===== config.mk =====
export PLATFORM = sky130hd
export DESIGN_NAME = tas_front
export DESIGN_NICKNAME = d
export VERILOG_FILES = /design/src/hw/rtl/tas_pkg.sv /design/src/hw/rtl/tas_front.sv
export SDC_FILE = /design/constraint.sdc
export NUM_CORES = 1
export LEC_CHECK = 0
export BUFFER_PORTS_ARGS = -buffer_cell sky130_fd_sc_hd__buf_2
export CAP_MARGIN = 40
export CORE_ASPECT_RATIO = 0.7
export CORE_MARGIN = 4
export CORE_UTILIZATION = 47
export DETAILED_ROUTE_END_ITERATION = 7
export PLACE_DENSITY = 0.86
export SYNTH_ARGS = -nofsm -noshare
export SYNTH_HDL_FRONTEND = slang
export SYNTH_SLANG_ARGS = --single-unit

===== constraint.sdc =====
create_clock -name vclk -period 16.38
set_input_delay 3.276 -clock vclk [all_inputs]
set_output_delay 3.276 -clock vclk [all_outputs]
set_load 0.03 [all_outputs]

===== src/hw/rtl/tas_pkg.sv =====
`default_nettype none

package tas_pkg;

   // lengths are kept in units of 1/51200 tile so every constant is an integer
   localparam int LenW = 16;
   localparam logic signed [17:0] DispMax = 18'sd51200;
   localparam logic signed [17:0] LenMargin = 18'sd512;
   localparam logic [LenW-1:0] LenSide = 16'd52224;

   // weight = floor((x * y + RoundBias) / (16 * DivConst)), rounds to nearest
   localparam int ProdW = 32;
   localparam int SclW = 28;
   localparam int QuotW = 17;
   localparam int RemW = 13;
   localparam int WtW = 17;
   localparam int FracW = 16;
   localparam logic [ProdW-1:0] RoundBias = 32'd20808;
   localparam int DivShift = 4;
   localparam logic [11:0] DivConst = 12'd2601;

   // reciprocal of the divisor, good to within one for scaled values below 2^28
   localparam int RecipShift = 32;
   localparam int RecipMulW = 21;
   localparam int RecipW = SclW + RecipMulW;
   localparam longint unsigned RecipFull = (64'd1 << RecipShift) / 64'd2601;
   localparam logic [RecipMulW-1:0] RecipMul = RecipMulW'(RecipFull);

   localparam int AmtW = 32;
   localparam int NumLane = 8;

   // lane codes for the eight neighbours
   localparam int LaneLu = 0;
   localparam int LaneU = 1;
   localparam int LaneRu = 2;
   localparam int LaneL = 3;
   localparam int LaneR = 4;
   localparam int LaneLd = 5;
   localparam int LaneD = 6;
   localparam int LaneRd = 7;

   // column (left, middle, right) and row (up, middle, down) of each lane
   localparam logic [1:0] LaneCol [NumLane] = '{2'd0, 2'd1, 2'd2, 2'd0,
                                                2'd2, 2'd0, 2'd1, 2'd2};
   localparam logic [1:0] LaneRow [NumLane] = '{2'd0, 2'd0, 2'd0, 2'd1,
                                                2'd1, 2'd2, 2'd2, 2'd2};

   localparam int QueueDepthDef = 4;

   typedef struct packed {
      logic signed [15:0] velocity_x;
      logic signed [15:0] velocity_y;
      logic               has_left;
      logic               has_up;
      logic               has_right;
      logic               has_down;
      logic [31:0]        nutrient;
   } req_type;

   typedef struct packed {
      logic [31:0] amount_left_up;
      logic [31:0] amount_up;
      logic [31:0] amount_right_up;
      logic [31:0] amount_left;
      logic [31:0] amount_keep;
      logic [31:0] amount_right;
      logic [31:0] amount_left_down;
      logic [31:0] amount_down;
      logic [31:0] amount_right_down;
   } rsp_type;

   // low overhang, inside, high overhang of one axis
   typedef logic [2:0][LenW-1:0] len3_type;

   typedef struct packed {
      logic        has_left;
      logic        has_up;
      logic        has_right;
      logic        has_down;
      logic [31:0] nutrient;
   } side_type;

   typedef struct packed {
      len3_type x_len;
      len3_type y_len;
      side_type side;
   } job_type;

   typedef struct packed {
      logic    push;
      job_type job;
   } enq_type;

   typedef struct packed {
      logic    valid;
      job_type job;
   } deq_type;

endpackage

`default_nettype wire


===== src/hw/rtl/tas_front.sv =====
`default_nettype none

module tas_front import tas_pkg::*; (
   input  logic    start,
   input  logic    busy,
   input  req_type req,
   output enq_type enq
);

   // displacement, saturation and overhang lengths of one axis
   function automatic len3_type split_axis(input logic signed [15:0] vel);
      logic signed [17:0] disp;
      logic signed [17:0] lo_s;
      logic signed [17:0] hi_s;
      logic [LenW-1:0]    lo;
      logic [LenW-1:0]    hi;
      len3_type           res;
      disp = {{2{vel[15]}}, vel} + {vel[15], vel, 1'b0};
      if (disp > DispMax) begin
         disp = DispMax;
      end else if (disp < -DispMax) begin
         disp = -DispMax;
      end
      lo_s = LenMargin - disp;
      hi_s = LenMargin + disp;
      lo = lo_s[17] ? '0 : lo_s[LenW-1:0];
      hi = hi_s[17] ? '0 : hi_s[LenW-1:0];
      res[0] = lo;
      res[1] = LenSide - lo - hi;
      res[2] = hi;
      return res;
   endfunction

   // classify the transaction and hand it to the queue
   always_comb begin
      enq.push = start & ~busy;
      enq.job.x_len = split_axis(req.velocity_x);
      enq.job.y_len = split_axis(req.velocity_y);
      enq.job.side.has_left = req.has_left;
      enq.job.side.has_up = req.has_up;
      enq.job.side.has_right = req.has_right;
      enq.job.side.has_down = req.has_down;
      enq.job.side.nutrient = req.nutrient;
   end

endmodule

`default_nettype wire


After elaboration in Yosys (flattened, before gate mapping):

Cells that the tools add are included.

* $lt $le $gt $ge: 4
* bitwise operators: 2
* $add $sub $neg: 10
* multiplexer cells: 8

Operators by type and width (count)
* 2-to-1 mux 18 bit: 4
* 2-to-1 mux 16 bit: 4
* adder 11 x 18 -> 18 bit, first input constant: 2
* adder 16 x 17 -> 18 bit: 2
* > comparator 18 x 17 -> 1 bit, second input constant: 2
* less-than comparator 18 x 17 -> 1 bit, second input constant: 2
* subtractor 11 x 18 -> 18 bit, first input constant: 2
* subtractor 16 bit: 2
* subtractor 16 bit, first input constant: 2
* bitwise AND 1 bit: 1
* NOT 1 bit: 1

* bits in registers: 0
* output and inout port bits: 133
* bits of input ports: 70
* logic and storage cells: 24

Logic depth before layout (Yosys ltp):

* depth after elaboration: 8
* mapped depth: 38
* depth with buffers taken out: 36

Worst setup path before layout:

Ideal clock, no wire load.

* path type: input-to-output
* start point: input port req[36] (netlist name)
* end point: output port enq[66] (netlist name)
* arrival: 11433 ps
* data required time: 13104 ps
* slack: 1671 ps
* cell stages on the path: 33
* cells stage by stage: ha_1 > fa_1 > a211oi_1 > o21ai_2 > o2111a_1 > nor3_1 > and2_1 > nand2_1 > a31o_2 > ha_1 > nor2b_1 > and3_1 > clkbuf_1 > and2_1 > ha_1 > or4b_1 > o31a_1 > a21o_1 > nor2_1 > and2_1 > ha_1 > inv_1 > ha_1 > a21o_1 > a21oi_1 > o21bai_1 > a21oi_1 > o21bai_1 > a21oi_1 > nor2b_1 > o21a_1 > o41a_1 > o311ai_0

RTL lines
* from (decl): RTL line tas_front.sv:6 `input req_type req,`
* to (decl): RTL line tas_front.sv:7 `output enq_type enq`

==> results.json <==
{
  "status": "finished clean",
  "max_freq_mhz": 66.3,
  "grtUsageTotal": 0.206,
  "grt_setup_unrepaired": "no",
  "worstSetupStartpoint": "req[52]",
  "total_of_endpoints_with_negative_setup_slack_in_the_final_report": 0,
  "core_um2": 11100,
  "synth_cells": 768,
  "power.share.sequential": 0,
  "finalWorstPathRequiredPeriod_ps": 15080,
  "starting_density_of_the_core": 0.486,
  "netSwitchingPower_mw": 0.673,
  "dp_hpwl_um": 12600,
  "timing.critical_path.slowest_stage_cell": "sky130_fd_sc_hd__fa_1",
  "worst_setup_path_end_kind": "output pin",
  "grt_max_degree": 18,
  "pre_cts_slack_ps": 1390,
  "final_layout_size_suffix_gt1_frac": 0.189,
  "power_per_standard_cell_area_nw_per_um2": 174,
  "cellLeakagePower_nw": 3.17,
  "timing.final.hold_violations": 0,
  "critPathKind": "input port to output pin",
  "synth.top_cell.area_share": 0.232,
  "internal_power_mw": 0.356,
  "finalHoldWorstSlack_ps": 6550,
  "syn_nets": 942,
  "worst_ep_arrival_time_ps": 11810,
  "cp_slowest_stage_delay_ps": 460,
  "layout.nets": 1027,
  "synthesis.yosys.warnings": 0,
  "overall_via_count_from_detail_route": 5638,
  "syn_area_per_cell_um2": 7.02,
  "critPathLaunchType": "input port",
  "netlist_top_cells_area": "sky130_fd_sc_hd__ha_1, sky130_fd_sc_hd__xnor2_1, sky130_fd_sc_hd__inv_1",
  "critical_path.endpoint": "enq[115]",
  "synth.lib_cells_used.distinct": 76,
  "ant_diodes": 0,
  "finalWeightedCongestion": 0.963,
  "mostFrequentLayoutCells": "sky130_fd_sc_hd__buf_2, sky130_fd_sc_hd__ha_1, sky130_fd_sc_hd__inv_1",
  "std_cell_rows": 32,
  "setup_ws_ps": 1300,
  "timing.final.crit_share": 0.921,
  "top_level_ports": 203,
  "die-height_um": 97.6,
  "post_cts_resized": 0,
  "initial_antenna_violation_count": 0,
  "timing.max_slew.rel_slack": 0.549,
  "synth.largest_area_cell": "sky130_fd_sc_hd__ha_1",
  "power.share.clock": 0,
  "dr.pass1.iters": 5,
  "max_cap_viol_count": 0,
  "setup-tns-final_ps": 0,
  "drt-initial-drc-count": 499,
  "cts_stage_hold_buffer_count": 0,
  "layout.cells.most_common": "sky130_fd_sc_hd__buf_2",
  "wl_per_cell_um": 14.5,
  "filler_cell_count": 1050,
  "chipWidth_um": 136,
  "drt-total-wl_um": 14600,
  "grt_overflow": 0,
  "max_slew_violations": 0,
  "cts_setup_buffers": 0,
  "route.antenna.remaining_nets": 0,
  "first_pass_grt_wire_length_um": 23900,
  "routed_via_density": 5.62,
  "dpl_cell_area_um2": 5920,
  "syn_to_final_growth_pct": 9.84,
  "timing_worst_slew_pin_value_ps": 670,
  "clockBufferCount": 0,
  "total_number_of_sequential_cells": 0,
  "die_area_um2": 13300,
  "first_global_vias": 5045,
  "ff_latch_area_um2": 0,
  "multiInputGateArea_um2": 4720,
  "numPortBuffers": 131,
  "detail_route.drc_violations": 0,
  "hold_path.class": "input port to output pin",
  "stdcell_area_um2": 5920,
  "worst_ep_required_time_ps": 13100,
  "netSwitchingFraction": 0.654,
  "netlist_area_um2": 5390,
  "max-vdd-ir-drop_mv": 0.169,
  "combinational_group_share_of_total_power": 1.000,
  "ys_seq_area_frac": 0,
  "cp_max_fo": 15
}
worst min-delay path by stage:
stage / start / to / slack, ps / depth (start not counted)
3_5_place_dp: req[14] / enq[14] / 6550 / 0
3_3_place_gp: req[14] / enq[14] / 6550 / 0
2_1_floorplan: busy / enq[132] / 6660 / 1
6_report: req[11] / enq[11] / 6550 / 0
4_1_cts: req[14] / enq[14] / 6550 / 0
5_1_grt: req[11] / enq[11] / 6550 / 0
through the flow:
stage                     instances  power (mW)   util
after global routing           1004        1.11  0.534
final                          1004        1.03  0.534
after detailed placement       1004        1.02  0.534
after CTS                      1004        1.03  0.534
after global placement         1004        1.01  0.534
after floorplan                 768       0.796      -
per-layer routing:
| layer | GRT usage | up-vias | wire length (µm) |
|---|---|---|---|
| li1 | - | 2859 | - |
| met1 | 0.316 | 2552 | 7370 |
| met2 | 0.320 | 201 | 6040 |
| met3 | 0.0171 | 26 | 975 |
| met4 | 0.0256 | 0 | 195 |
| met5 | 0 | - | 0 |
cells in the mapped netlist, types with 18 or more instances:
cell                       instances
sky130_fd_sc_hd__buf_4            38
sky130_fd_sc_hd__nand2_1          54
sky130_fd_sc_hd__ha_1            100
sky130_fd_sc_hd__a21o_1           19
sky130_fd_sc_hd__nor3_1           19
sky130_fd_sc_hd__and2_1           20
sky130_fd_sc_hd__nand3_1          18
sky130_fd_sc_hd__o21ai_0          34
sky130_fd_sc_hd__xnor2_1          41
sky130_fd_sc_hd__a21oi_1          51
sky130_fd_sc_hd__inv_1            87
sky130_fd_sc_hd__nor2_1           46
sky130_fd_sc_hd__xor2_1           27
sky130_fd_sc_hd__nand2b_1         18
area by class of cell:
type	instances	share of cell area
tap	153	0.0323
inverter	87	0.0552
multi-input combinational	630	0.798
timing repair buffer	134	0.115
kinds of logic (layout without fill, tap and decap cells):
kind of cell | count (synthesis) | in the layout | synth area share
multiplexers | 6 | 6 | 0.0116
AND/OR/NAND/NOR | 261 | 261 | 0.258
buffers and inverters | 138 | 221 | 0.123
XOR/XNOR | 71 | 71 | 0.122
AO/OA/AOI/OAI | 188 | 188 | 0.237
adder cells (fa/ha/maj) | 104 | 104 | 0.247
critical path: cells and delay by family:
kind / cells / cell delay (ps)
AOI/OAI and AO/OA: 15 / 3650
adders and majority gates: 7 / 1990
and+or+nand+nor: 8 / 1650
xor gates and xnor gates: 2 / 700
buffers and inverters: 5 / 570
power groups by stage:
stage | Combinational (mW) | Sequential (mW) | Clock (mW)
2_1_floorplan | 0.796 | 0 | 0
3_3_place_gp | 1.01 | 0 | 0
3_5_place_dp | 1.02 | 0 | 0
4_1_cts | 1.03 | 0 | 0
5_1_grt | 1.11 | 0 | 0
6_report | 1.03 | 0 | 0
(Power assumes the default switching activity.)
