**src/hw/rtl/tas_pkg.sv**
```systemverilog
`default_nettype none

package tas_pkg;

   // lengths are kept in units of 1/51200 tile so every constant is an integer
   localparam int LenW = 16;
   localparam logic signed [17:0] DispMax = 18'sd51200;
   localparam logic signed [17:0] LenMargin = 18'sd512;
   localparam logic [LenW-1:0] LenSide = 16'd52224;

   // weight = floor((x * y + RoundBias) / (16 * DivConst)), rounds to nearest
   localparam int ProdW = 32;
   localparam int SclW = 28;
   localparam int QuotW = 17;
   localparam int RemW = 13;
   localparam int WtW = 17;
   localparam int FracW = 16;
   localparam logic [ProdW-1:0] RoundBias = 32'd20808;
   localparam int DivShift = 4;
   localparam logic [11:0] DivConst = 12'd2601;

   // reciprocal of the divisor, good to within one for scaled values below 2^28
   localparam int RecipShift = 32;
   localparam int RecipMulW = 21;
   localparam int RecipW = SclW + RecipMulW;
   localparam longint unsigned RecipFull = (64'd1 << RecipShift) / 64'd2601;
   localparam logic [RecipMulW-1:0] RecipMul = RecipMulW'(RecipFull);

   localparam int AmtW = 32;
   localparam int NumLane = 8;

   // lane codes for the eight neighbours
   localparam int LaneLu = 0;
   localparam int LaneU = 1;
   localparam int LaneRu = 2;
   localparam int LaneL = 3;
   localparam int LaneR = 4;
   localparam int LaneLd = 5;
   localparam int LaneD = 6;
   localparam int LaneRd = 7;

   // column (left, middle, right) and row (up, middle, down) of each lane
   localparam logic [1:0] LaneCol [NumLane] = '{2'd0, 2'd1, 2'd2, 2'd0,
                                                2'd2, 2'd0, 2'd1, 2'd2};
   localparam logic [1:0] LaneRow [NumLane] = '{2'd0, 2'd0, 2'd0, 2'd1,
                                                2'd1, 2'd2, 2'd2, 2'd2};

   localparam int QueueDepthDef = 4;

   typedef struct packed {
      logic signed [15:0] velocity_x;
      logic signed [15:0] velocity_y;
      logic               has_left;
      logic               has_up;
      logic               has_right;
      logic               has_down;
      logic [31:0]        nutrient;
   } req_type;

   typedef struct packed {
      logic [31:0] amount_left_up;
      logic [31:0] amount_up;
      logic [31:0] amount_right_up;
      logic [31:0] amount_left;
      logic [31:0] amount_keep;
      logic [31:0] amount_right;
      logic [31:0] amount_left_down;
      logic [31:0] amount_down;
      logic [31:0] amount_right_down;
   } rsp_type;

   // low overhang, inside, high overhang of one axis
   typedef logic [2:0][LenW-1:0] len3_type;

   typedef struct packed {
      logic        has_left;
      logic        has_up;
      logic        has_right;
      logic        has_down;
      logic [31:0] nutrient;
   } side_type;

   typedef struct packed {
      len3_type x_len;
      len3_type y_len;
      side_type side;
   } job_type;

   typedef struct packed {
      logic    push;
      job_type job;
   } enq_type;

   typedef struct packed {
      logic    valid;
      job_type job;
   } deq_type;

endpackage

`default_nettype wire

```
**src/hw/rtl/tas_queue.sv**
```systemverilog
`default_nettype none

module tas_queue import tas_pkg::*; #(
   parameter int Depth = QueueDepthDef
) (
   input  logic    clock,
   input  logic    reset,
   input  enq_type enq,
   input  logic    pop,
   output deq_type head,
   output logic    full
);

   localparam int PtrW = $clog2(Depth);
   localparam int CntW = $clog2(Depth + 1);

   job_type         slot_ff [Depth];
   logic [PtrW-1:0] wr_ptr_ff, wr_ptr_in;
   logic [PtrW-1:0] rd_ptr_ff, rd_ptr_in;
   logic [CntW-1:0] cnt_ff, cnt_in;
   logic            do_pop;

   // pointer and fill count update
   always_comb begin
      do_pop = pop & (cnt_ff != '0);
      wr_ptr_in = wr_ptr_ff;
      rd_ptr_in = rd_ptr_ff;
      if (enq.push) begin
         wr_ptr_in = (wr_ptr_ff == PtrW'(Depth - 1)) ? '0 : wr_ptr_ff + 1'b1;
      end
      if (do_pop) begin
         rd_ptr_in = (rd_ptr_ff == PtrW'(Depth - 1)) ? '0 : rd_ptr_ff + 1'b1;
      end
      cnt_in = cnt_ff + CntW'(enq.push) - CntW'(do_pop);
   end

   always_ff @(posedge clock) begin
      if (reset) begin
         wr_ptr_ff <= '0;
         rd_ptr_ff <= '0;
         cnt_ff <= '0;
      end else begin
         wr_ptr_ff <= wr_ptr_in;
         rd_ptr_ff <= rd_ptr_in;
         cnt_ff <= cnt_in;
      end
   end

   // entry storage
   always_ff @(posedge clock) begin
      if (enq.push) begin
         slot_ff[wr_ptr_ff] <= enq.job;
      end
   end

   assign head.valid = (cnt_ff != '0);
   assign head.job = slot_ff[rd_ptr_ff];
   assign full = (cnt_ff == CntW'(Depth));

endmodule

`default_nettype wire

```
**config.mk**
```make
export PLATFORM = sky130hd
export DESIGN_NAME = tas_queue
export DESIGN_NICKNAME = d
export VERILOG_FILES = /design/src/hw/rtl/tas_pkg.sv /design/src/hw/rtl/tas_queue.sv
export SDC_FILE = /design/constraint.sdc
export NUM_CORES = 1
export LEC_CHECK = 0
export BUFFER_PORTS_ARGS = -buffer_cell sky130_fd_sc_hd__buf_4
export CAP_MARGIN = 20
export CORE_ASPECT_RATIO = 1.2
export CORE_MARGIN = 3
export CORE_UTILIZATION = 43
export DETAILED_ROUTE_END_ITERATION = 10
export PLACE_DENSITY = 0.64
export SYNTH_ARGS = -nofsm -noshare
export SYNTH_HDL_FRONTEND = slang
export SYNTH_SLANG_ARGS = --single-unit
```
**constraint.sdc**
```tcl
create_clock -name clock -period 8.37 [get_ports clock]
set_input_delay 0.837 -clock clock [delete_from_list [all_inputs] [get_ports clock]]
set_output_delay 0.837 -clock clock [all_outputs]
set_load 0.05 [all_outputs]
```
---- Yosys cells after proc, flatten, opt, wreduce, memory -nomap -nowiden ----
Memories as Yosys holds them, arrays and structs flattened. A register that Yosys moved wholly into a read port is not among the register bits.
Index checks and enable logic that the tools add are counted.
word-level totals
  bits in writable memories ............... 528
  register bits ........................... 7
  word-level logic and storage cells ...... 19
  memories ................................ 1
memories
  name     depth  width  read ports  clocked after Yosys merged registers in  write ports  RTL line         text
  slot_ff  4      132    1           1                                        1            tas_queue.sv:17  job_type slot_ff [Depth];
operators by class
  bitwise operators ....................... 1
  reduce and logical (&&, ||, !) cells .... 1
  $add $sub $neg .......................... 4
  mux-type cells .......................... 6
  equality and inequality tests ........... 3
operators with widths
  kind                                                           number
  2-bit two-way mux                                              4
  2-bit by 1-bit adder with 2-bit output, second input constant  2
  2-bit == test, second input constant                           2
  3-bit by 1-bit adder with 3-bit output                         1
  3-bit == test, second input constant                           1
  3-bit nonzero test                                             1
  3-bit by 1-bit subtractor with 3-bit output                    1
  1-bit two-way mux                                              2
  1-bit AND                                                      1

---- Logic depth before layout (Yosys ltp) ----
  word-level depth ........................ 4
  depth in mapped cells ................... 6

---- Worst setup path after synthesis ----
Ideal clock, no wire load.
  kind .................................... input to register
  start point ............................. input port enq[132] (netlist name)
  end point ............................... memory slot_ff[0][0] (netlist name), enable pin
  setup slack ............................. 4,005 ps
  library setup time ...................... 506 ps
  required time ........................... 7,864 ps
  data arrival time ....................... 3,859 ps
  stages .................................. 1
  cells stage by stage .................... and2_1
between the ends
  longest elaborated chain between the ends .. 2
ends and longest elaborated chain
  what                                     RTL line         text
  start: declaration                       tas_queue.sv:8   input enq_type enq,
  1-bit two-way mux                        tas_queue.sv:51  if (enq.push) begin
  1-bit two-way mux (implied by the code)  tas_queue.sv:52  slot_ff[wr_ptr_ff] <= enq.job;
  end: declaration                         tas_queue.sv:17
Every way passes these cells.

==> impl_results.md <==
* Worst Reg-to-Reg Cells at 3
* Synth top area share at approximately four fifths
* Final setup viols at 0
* CTS Root Buffer Type: clkbuf_16
* Status: finished clean
* Initial antenna violation count at 2
* CP Class: register to primary output
* Worst-path clk slew at 0.06 ns
* Yosys warnings at 0
* Leak Pwr at 7.91 nW
* Post-route DRC at 0
* DPL Wire Length at 21800 um
* CP Launch Type: register
* Cell area after layout at ~24000 sq um
* Fraction of registers with async set/reset at 0%
* Placement Setup Slack at between 4 and 5 ns
* Max Freq at 0.251 GHz
* Xor-xnor portion of the synthesized cell area at 0.122%
* Yosys top cell by area: edfxtp_1
* Fraction of the mapped netlist area in simple logic gates at 0.532%
* Peak supply drop at ~0.00022 V
* Top-count cell post-synth: edfxtp_1
* Slew Viols, Final at 0
* Critical path endpoint: head[114]
* Number of synthesized flops with an enable pin at 528
* Slowest CP cell: dfxtp_4
* Post-synthesis mux area share at 15.5%
* Netlist cell types at 22
* Synth area leaders: edfxtp_1, mux4_2, dfxtp_1
* H-tree depth at 2
* Full die area at 48000 sq um
* Gate count of the mapped netlist at 736
* Global route overflow at 0
* Top FF cell, synth: edfxtp_1
* Via count at 8665
* Chip width at between 200 and 250 um
* Required @ worst endpoint at 7.53 ns
* Synth Area in Adders at 0.487%
* Gpl congestion at 0.694
* DR iter-0 viols at around 440
* Routed Antenna Nets at 0
* Synthesized cell area at 19500 sq um
* Port buffer count at 269
* Initial core utilization at 44.0%
* Skew final at approximately 0.014 ns
* Register area share after synthesis at between 80% and 90%
* Internal reg-to-reg setup slack at 6.02 ns
* Slowest stage delay, CP at 0.85 ns
* R2r startpoint: wr_ptr_ff[0]$_SDFFE_PP0P_
* First-pass GRT wire length at 57100 um
* Critical path capture point type: primary output
* Arr. time, crit path at 3.15 ns
* # resized after CTS at 0
* Clock insertion delay at the later pin of the skew report at about 0.57 ns
* Clk buf depth at 3
* Vias in the first global route at between 9000 and 10000
* DRT Pass-1 Iters at 4
* Pwr per Cell Area at 300 nW/um^2
* IO Pins at 270
* Worst R2R End: slot_ff[3][47]$_DFFE_PP_
* Clock Sinks at 537
* DRT Wirelength at 37300 um
* Final hold violation count at 0
* RSZ-0062 raised after global routing: false
* Vias per cell at between 5 and 6
* Core area at 44400 sq um
* Max_slew headroom at between 30 and 40%
* Fin crit share at 47.7%
* Main combinational cell family by area after synthesis: multiplexers
* All-Layer GR Usage at 15.6%
* Seq cells post-synth at between 500 and 600
* Largest net degree at the start of global routing at 98
* Crit-path cells: buf_12 -> mux4_2 -> buf_4
* Net count, final at 1183
* Most common library cells after synthesis: edfxtp_1, mux4_2, buf_2, buf_6, dfxtp_1
* Worst-Margin Slew at 1.01 ns
* CP Max Fanout at 97
* Hold_buf cts at 0
* Row cnt at between 80 and 90
* Post-CTS Setup Inserts at 0
* Syn nets at slightly below 900
* Max Cap Viol at 0
* Syn avg cell area at around 27 sq um
* Die H at 239 um
* Wirelength per Cell at 22.1 um
* Worst min path class: input port to register
* Setup WS post-layout at between 4 and 5 ns
* Share of layout cells above drive strength 1 at between 40% and 50%
* Area delta synth->final at 21.9%
* Number of buffers created by CTS at 52
* Placed cell area at between 20000 and 25000 sq um
* Min Tclk post-route at 3.99 ns
* Compound-Gate Fraction of Synth Area at less than 1%
* Setup TNS Final at 0 ns
* Clock tree from TritonCTS: done
## power by group
group	total, mW	switching [mW]	internal (mW)
Sequential	3.15	0.0765	3.08
Combinational	1.81	1.15	0.660
Clock	2.17	0.946	1.22
Total	7.13	2.17	4.96
## critical path: cells and delay by family (launching register included)
kind,cells,cell delay (ns)
buf+inv,2,0.76
mux,1,0.65
flops,1,0.85
## through the flow
step | total power, mW | hold slack (ns) | util [%] | std cells
global placement | 5.05 | 0.482 | 50.1 | 1588
floorplan | 4.54 | 0.475 | - | 736
CTS | 7.25 | 0.397 | 53.7 | 1684
detailed placement | 5.06 | 0.488 | 50.1 | 1588
finish | 7.13 | 0.452 | 53.7 | 1686
global route | 7.42 | 0.410 | 53.7 | 1684
## sequential cells by signal, indices dropped and copies added (netlist names), named ones only
register and flops:
slot_ff 528, cnt_ff 3, rd_ptr_ff 2, wr_ptr_ff 2
## placed cells by master (no fill, tap or decap)
cell,instances
a21oi_1,1
and2_4,4
buf_12,1
buf_4,279
bufinv_16,2
clkbuf_1,8
clkbuf_16,53
clkinv_1,15
clkinv_2,9
clkinv_4,1
clkinv_8,1
clkinvlp_4,4
dfxtp_1,7
dfxtp_4,2
diode_2,2
edfxtp_1,528
fa_1,1
ha_1,6
inv_1,4
inv_6,3
mux2_2,3
mux2i_1,3
mux4_2,132
nand2b_1,4
nor2_1,2
nor2b_1,3
nor3_1,1
nor3b_1,1
o31a_1,1
or3_1,1
or3b_2,1
xor3_1,1
## logic make-up after synthesis
group                    Yosys count
adder cells (fa/ha/maj)            7
flip-flops                       537
multiplexers                     138
buffers and inverters             34
AND/OR/NAND/NOR                   17
XOR/XNOR                           1
AO/OA/AOI/OAI                      2
## how the worst min path moves through the flow
stage                                          end                       from  slack (ns)  depth (start not counted)
final                     slot_ff[1][22]$_DFFE_PP_                    enq[22]        0.45                          1
after detailed placement                  register  rd_ptr_ff[1]$_SDFFE_PP0P_        0.49                          2
after CTS                 slot_ff[1][22]$_DFFE_PP_                    enq[22]        0.40                          1
after global placement                    register  rd_ptr_ff[1]$_SDFFE_PP0P_        0.48                          2
after floorplan                           register  rd_ptr_ff[1]$_SDFFE_PP0P_        0.48                          2
after global routing      slot_ff[2][84]$_DFFE_PP_                    enq[84]        0.41                          1
## final cells by class
cell class	count	area, sq um
clock inverter	35	243
multi-input combinational	165	3280
inverter	4	15.0
clock buffer	61	1360
antenna	2	5.00
fill	3429	20500
timing repair buffer	280	2110
tap	602	753
sequential	537	16000
## metal layers
metal / up-vias / GRT usage (%) / part of all wire, %
met2: 265 / 24.8 / 49
met4: 2 / 4.75 / 2.7
li1: 3802 / - / -
met1: 4525 / 20.7 / 40
met3: 71 / 5.07 / 7.7
met5: - / 0 / 0.027
Power figures use the tool's default switching activity.
